### src/sv/csrmv_pkg.sv
`timescale 1ns / 1ps
package csrmv_pkg;

  localparam int MAX_NONZEROS = 1024;
  localparam int MAX_ROWS     = 64;
  localparam int MAX_COLUMNS  = 1024;

  localparam int OP_W    = 2;
  localparam int SLOT_W  = 10;
  localparam int DATA_W  = 32;
  localparam int COL_W   = 10;
  localparam int PTR_W   = 11;
  localparam int ROWS_W  = 7;
  localparam int COLS_W  = 11;
  localparam int ROW_W   = 6;
  localparam int CFG_W   = 11;
  localparam int PROD_W  = 2 * DATA_W;
  localparam int FRAC_W  = 16;

  // 1024 products of at most 2^62 each need 74 bits; two spare bits on top.
  localparam int ACC_W   = 76;
  localparam int SUM_TOP = DATA_W + FRAC_W - 1;

  localparam int NZ_AW   = $clog2(MAX_NONZEROS);
  localparam int RS_AW   = $clog2(MAX_ROWS + 1);
  localparam int X_AW    = $clog2(MAX_COLUMNS);
  localparam int ENTRY_W = COL_W + DATA_W;

  typedef enum logic [OP_W-1:0] {
    OP_WRITE_NONZERO   = 2'd0,
    OP_WRITE_ROW_START = 2'd1,
    OP_WRITE_X         = 2'd2,
    OP_RUN             = 2'd3
  } op_t;

  typedef enum logic {
    REG_ROW_COUNT    = 1'b0,
    REG_COLUMN_COUNT = 1'b1
  } reg_index_t;

  typedef enum logic [2:0] {
    ST_IDLE,
    ST_FIRST,
    ST_FIRST_WAIT,
    ST_NEXT,
    ST_END_WAIT,
    ST_WALK,
    ST_DRAIN,
    ST_EMIT
  } state_t;

  typedef struct packed {
    logic run_init;
    logic ptr_first;
    logic base_load;
    logic row_init;
    logic issue;
    logic emit;
  } cmd_t;

  typedef struct packed {
    logic rows_zero;
    logic walk_more;
    logic pipe_idle;
    logic last;
  } status_t;

  function automatic logic [PTR_W-1:0] clamp_ptr(input logic [PTR_W-1:0] p);
    if (p > PTR_W'(MAX_NONZEROS)) begin
      return PTR_W'(MAX_NONZEROS);
    end
    return p;
  endfunction

endpackage

### src/sv/csrmv_ctrl.sv
`timescale 1ns / 1ps
module csrmv_ctrl (
  input  logic                clk,
  input  logic                rst,
  input  logic                run_req,
  input  csrmv_pkg::status_t  status,
  output csrmv_pkg::cmd_t     cmd,
  output logic                busy
);

  csrmv_pkg::state_t state;
  csrmv_pkg::state_t state_next;

  always_ff @(posedge clk) begin
    if (rst) begin
      state <= csrmv_pkg::ST_IDLE;
    end else begin
      state <= state_next;
    end
  end

  always_comb begin
    state_next = state;
    case (state)
      csrmv_pkg::ST_IDLE: begin
        if (run_req && !status.rows_zero) begin
          state_next = csrmv_pkg::ST_FIRST;
        end
      end
      csrmv_pkg::ST_FIRST:      state_next = csrmv_pkg::ST_FIRST_WAIT;
      csrmv_pkg::ST_FIRST_WAIT: state_next = csrmv_pkg::ST_END_WAIT;
      csrmv_pkg::ST_NEXT:       state_next = csrmv_pkg::ST_END_WAIT;
      csrmv_pkg::ST_END_WAIT:   state_next = csrmv_pkg::ST_WALK;
      csrmv_pkg::ST_WALK: begin
        if (!status.walk_more) begin
          state_next = csrmv_pkg::ST_DRAIN;
        end
      end
      csrmv_pkg::ST_DRAIN: begin
        if (status.pipe_idle) begin
          state_next = csrmv_pkg::ST_EMIT;
        end
      end
      csrmv_pkg::ST_EMIT: begin
        state_next = status.last ? csrmv_pkg::ST_IDLE : csrmv_pkg::ST_NEXT;
      end
      default: state_next = csrmv_pkg::ST_IDLE;
    endcase
  end

  always_comb begin
    cmd           = '0;
    busy          = (state != csrmv_pkg::ST_IDLE);
    cmd.run_init  = (state == csrmv_pkg::ST_IDLE) && run_req;
    cmd.ptr_first = (state == csrmv_pkg::ST_FIRST);
    cmd.base_load = (state == csrmv_pkg::ST_FIRST_WAIT);
    cmd.row_init  = (state == csrmv_pkg::ST_END_WAIT);
    cmd.issue     = (state == csrmv_pkg::ST_WALK) && status.walk_more;
    cmd.emit      = (state == csrmv_pkg::ST_EMIT);
  end

endmodule

### config.mk
export PLATFORM = sky130hd
export DESIGN_NAME = csrmv_ctrl
export DESIGN_NICKNAME = d
export VERILOG_FILES = /design/src/sv/csrmv_pkg.sv /design/src/sv/csrmv_ctrl.sv
export SDC_FILE = /design/constraint.sdc
export NUM_CORES = 1
export LEC_CHECK = 0
export BUFFER_PORTS_ARGS = -buffer_cell sky130_fd_sc_hd__buf_4
export CORE_AREA = 2 2 39 41
export CTS_CLUSTER_DIAMETER = 30
export DETAILED_ROUTE_END_ITERATION = 16
export DIE_AREA = 0 0 41 43
export MAX_ROUTING_LAYER = met4
export SKIP_LAST_GASP = 1
export SLEW_MARGIN = 15
export SYNTH_ARGS = -nofsm -noshare
export SYNTH_HDL_FRONTEND = slang
export SYNTH_SLANG_ARGS = --single-unit
### constraint.sdc
create_clock -name clk -period 1.4 [get_ports clk]
set_clock_uncertainty 0.05 [all_clocks]
set_input_delay 0.35 -clock clk [delete_from_list [all_inputs] [get_ports clk]]
set_output_delay 0.35 -clock clk [all_outputs]
set_load 0.03 [all_outputs]
# Yosys cells after proc, flatten, opt, wreduce, memory -nomap -nowiden
# Cells that the tools add are included.
# W data, S select, Z words.
# totals
latchBits	0
rom_bits	0
regBits	3
mem_count	0
mem_bits_rw	0
elab_cells	24
in_bits	7
# op_classes
add_sub_neg	0
reduce_logical	8
n_bitwise	0
n_eq_ne	10
order_cmp	0
div_mod_pow	0
mul	0
shift	0
n_mux	5
# op_table
op	n
$pmux W3 S7	1
$eq A3 B3 Y1 const B	4
$mux W3	3
$eq A3 B2 Y1 const B	2
$ne A2 B2 Y1 const B	3
$eq A3 B1 Y1 const B	1
$logic_and A1 B1 Y1	3
$logic_not A3 Y1	1
$reduce_and A3 Y1	1
$reduce_bool A3 Y1	1
$mux W2	1
$reduce_or A2 Y1	1
$logic_not A1 Y1	1

# Logic depth before layout (Yosys ltp)
# logic_depth
ltp_word	4
mapped_depth	4
mapped_depth_nobuf	3

# Least setup slack after synthesis
# Ideal clock, no wire load.
# synth_path
kind	reg2out
start	register state[1]
end	output port cmd[5] (netlist name)
arrival_time_ns	1.466
slack_ns	-0.466
required_time_ns	1.000
stages_incl_launch_ff	4
n_path_buf	1
path_cell_list	dfxtp_1 > clkbuf_2 > or3_2 > nor2_1
# synth_rtl
element	line	text
from (decl)	csrmv_ctrl.sv:11	csrmv_pkg::state_t state;
from (signal assigned)	csrmv_ctrl.sv:16	state <= csrmv_pkg::ST_IDLE;
from (signal assigned)	csrmv_ctrl.sv:18	state <= state_next;
to (decl)	csrmv_ctrl.sv:7	output csrmv_pkg::cmd_t cmd,

==> metrics <==
DRC violation count after routing=0; Biggest register=state; Routed Antenna Nets=0; H-tree levels=1; placed insts=60; EDFF count, synth=0; hold path cells=2; Hold Path Origin=rst; worst hold endpoint=state[1]$_SDFFE_PP0P_; post-synthesis area per instance=7.723 um^2; Final Util=33.09%; worst r2r dst=state[0]$_SDFFE_PP0P_; Initial Util=16.18%; total track usage=8.119%; Filler Cell Count=156; fin nets=57; Synth cell types=21; CORE AREA=1384 um^2; Worst Tran Pin Value=0.2215 ns; slack of the worst reg-to-reg path=0.04 ns; Synth Register Bits=3; share of the synthesized area in the top cell type=26.82%; Cell Pwr Density=1221 nW/um^2; Setup Crit Path Kind=reg2out; Routed WL=591 um; endpoints failing hold=0; design area=457.9 um^2; GR Overflow Total=0; fin cells=65; largest net degree at the start of global routing=10; Max Clock Freq=0.6362 GHz; IO Pins=14; Reg area=68.82 um^2; ys flop type=dfxtp_1; Tcrit/Tclk final=112.3%; Syn Std Cell Area=224.0 um^2; met2 usage=9.375%; total clock buffers created by CTS=3; failing checks=setup timing; ys async rst share=0%; max_cap viols=0; IO Port Bufs=13; CTS Buffer Depth=2; # setup viols final=6; minimum clock period=1.572 ns; synthesized instance count=29; CTS Hold Bufs=0; Synth area leader=dfxtp_1; DR WL/cell=9.092 um; clk sinks=3; leak pwr=0.0002087 uW; worst r2r src=state[1]$_SDFFE_PP0P_; max reg flops=3; clock root buffer=clkbuf_4; die height=43 um; CP Launch Point=state[0]$_SDFFE_PP0P_; worst hold path type=in2reg; Post-synth top cells=dfxtp_1, inv_1; die area=1763 um^2; CP startpoint kind=flop; sequential cell area fraction in the yosys report=26.82%; Multi-input gate area=170.2 um^2; Top Registers=state: 3 flops; Rows=14; clock-pin slew on the worst setup and hold paths=0.04 ns; WHS=0.2531 ns; Cell Area, Placed=384.1 um^2; synthesized net count=36; Clock Latency Late Sink=0.23 ns; Vias/cell=4.277; CTS tree=built; outcome=complete, but fails checks; via count=278; Syn-to-layout area delta=104.5%; met3 usage=1.571%; global-route wire length before repair=938 um; share of cells above drive strength 1=71.43%; max-slew violation count=0; M1 GR Usage=11.86%; worst-case reg-to-reg path depth=4; CP Data Arrival Time=1.17 ns; Die X=41 um; Worst Slack Setup Final=-0.1719 ns; YS warnings=0; ant diodes=0; RSZ-0062 raised after global routing=true; Initial DRC Count=2; Overall Power=559.1 uW; peak supply drop=0.5007 mV; Critical Path Fanout Max=3; routability cong.=0.7035; antenna violations before repair=0; CP required=1.00 ns; Max-Slew Margin vs Limit=85.07%; Worst setup EP type=primary output; top cells by area, synth=dfxtp_1, o41ai_2, and4bb_2; 1st-pass router iterations=2; Top Usage Layer GRT=met1; vias in the first global route=245
[area by class of cell]
| type | instances | share of cell area (%) |
|---|---|---|
| Sequential cell | 3 | 15.03 |
| Tap cell | 16 | 4.372 |
| Inverter | 4 | 3.279 |
| Clock buffer | 4 | 5.738 |
| Multi-Input combinational cell | 20 | 37.16 |
| Timing Repair Buffer | 18 | 34.43 |
[per-stage QoR]
stage	setup TNS [ns]	setup slack [ns]
2_1_floorplan	-0.08923	-0.08923
3_3_place_gp	0	0.01478
3_5_place_dp	-0.0009850	-0.0009850
4_1_cts	-0.8334	-0.1935
5_1_grt	-0.9415	-0.2171
6_report	-0.5646	-0.1719
[placed cells by master (no fill, tap or decap)]
| master | netlist | layout |
|---|---|---|
| buf_4 | 0 | 12 |
| buf_6 | 0 | 6 |
| inv_1 | 3 | 3 |
| clkbuf_4 | 0 | 3 |
| nand2_1 | 2 | 2 |
| a21oi_1 | 2 | 2 |
| dfxtp_4 | 0 | 2 |
| nor2_2 | 0 | 1 |
| and2_4 | 0 | 1 |
| inv_2 | 1 | 1 |
| nor3_2 | 0 | 1 |
| nor3b_2 | 0 | 1 |
| and3_4 | 0 | 1 |
| or3_4 | 0 | 1 |
| and4b_2 | 1 | 1 |
| nor2_4 | 0 | 1 |
| nor3_1 | 2 | 1 |
| nand3b_1 | 1 | 1 |
| nand3_1 | 1 | 1 |
| nand2b_1 | 1 | 1 |
| a221o_1 | 1 | 1 |
| and4bb_2 | 1 | 1 |
| o211ai_1 | 1 | 1 |
| o41ai_2 | 1 | 1 |
| clkbuf_1 | 1 | 1 |
| dfxtp_2 | 0 | 1 |
[report_power, final]
part           internal [uW]  switching, uW  total [uW]  leakage, uW
sequential               103           17.6         121    0.0000264
combinational            144            146         289     0.000167
clock                    107           42.4         149    0.0000150
[logic make-up (layout without fill, tap and decap cells)]
family / after synthesis / in the layout / synth area share [%]
buffers and inverters: 6 / 26 / 10.61
AND/OR/NAND/NOR: 15 / 15 / 43.02
flip-flops: 3 / 3 / 26.82
AO/OA/AOI/OAI: 5 / 5 / 19.56
[worst max path at each step]
stage                         to  slack [ns]
after floorplan           cmd[5]       -0.09
after global placement    cmd[5]        0.01
after detailed placement  cmd[5]      -0.001
after CTS                 cmd[5]       -0.19
after global routing      cmd[5]       -0.22
final                     cmd[5]       -0.17
[per-layer routing]
layer / routed length (um) / share of wire [%] / vias to the layer above
met5: 0 / 0 / -
met4: 0 / 0 / 0
met3: 51 / 8.6 / 0
met2: 269 / 46 / 11
met1: 270 / 46 / 122
li1: - / - / 145
[critical path, stage by stage, from the launching register on]
cell and delay, ns:
dfxtp_2 0.32, or3_4 0.41, nor2_4 0.09, buf_6 0.13
[timing repair]
item | CTS | global route
setup endpoints to repair | 7 | 8
pin swaps | 2 | 3
buffers inserted | 1 | 0
gates resized for setup | 12 | 2
(Power assumes the default switching activity.)
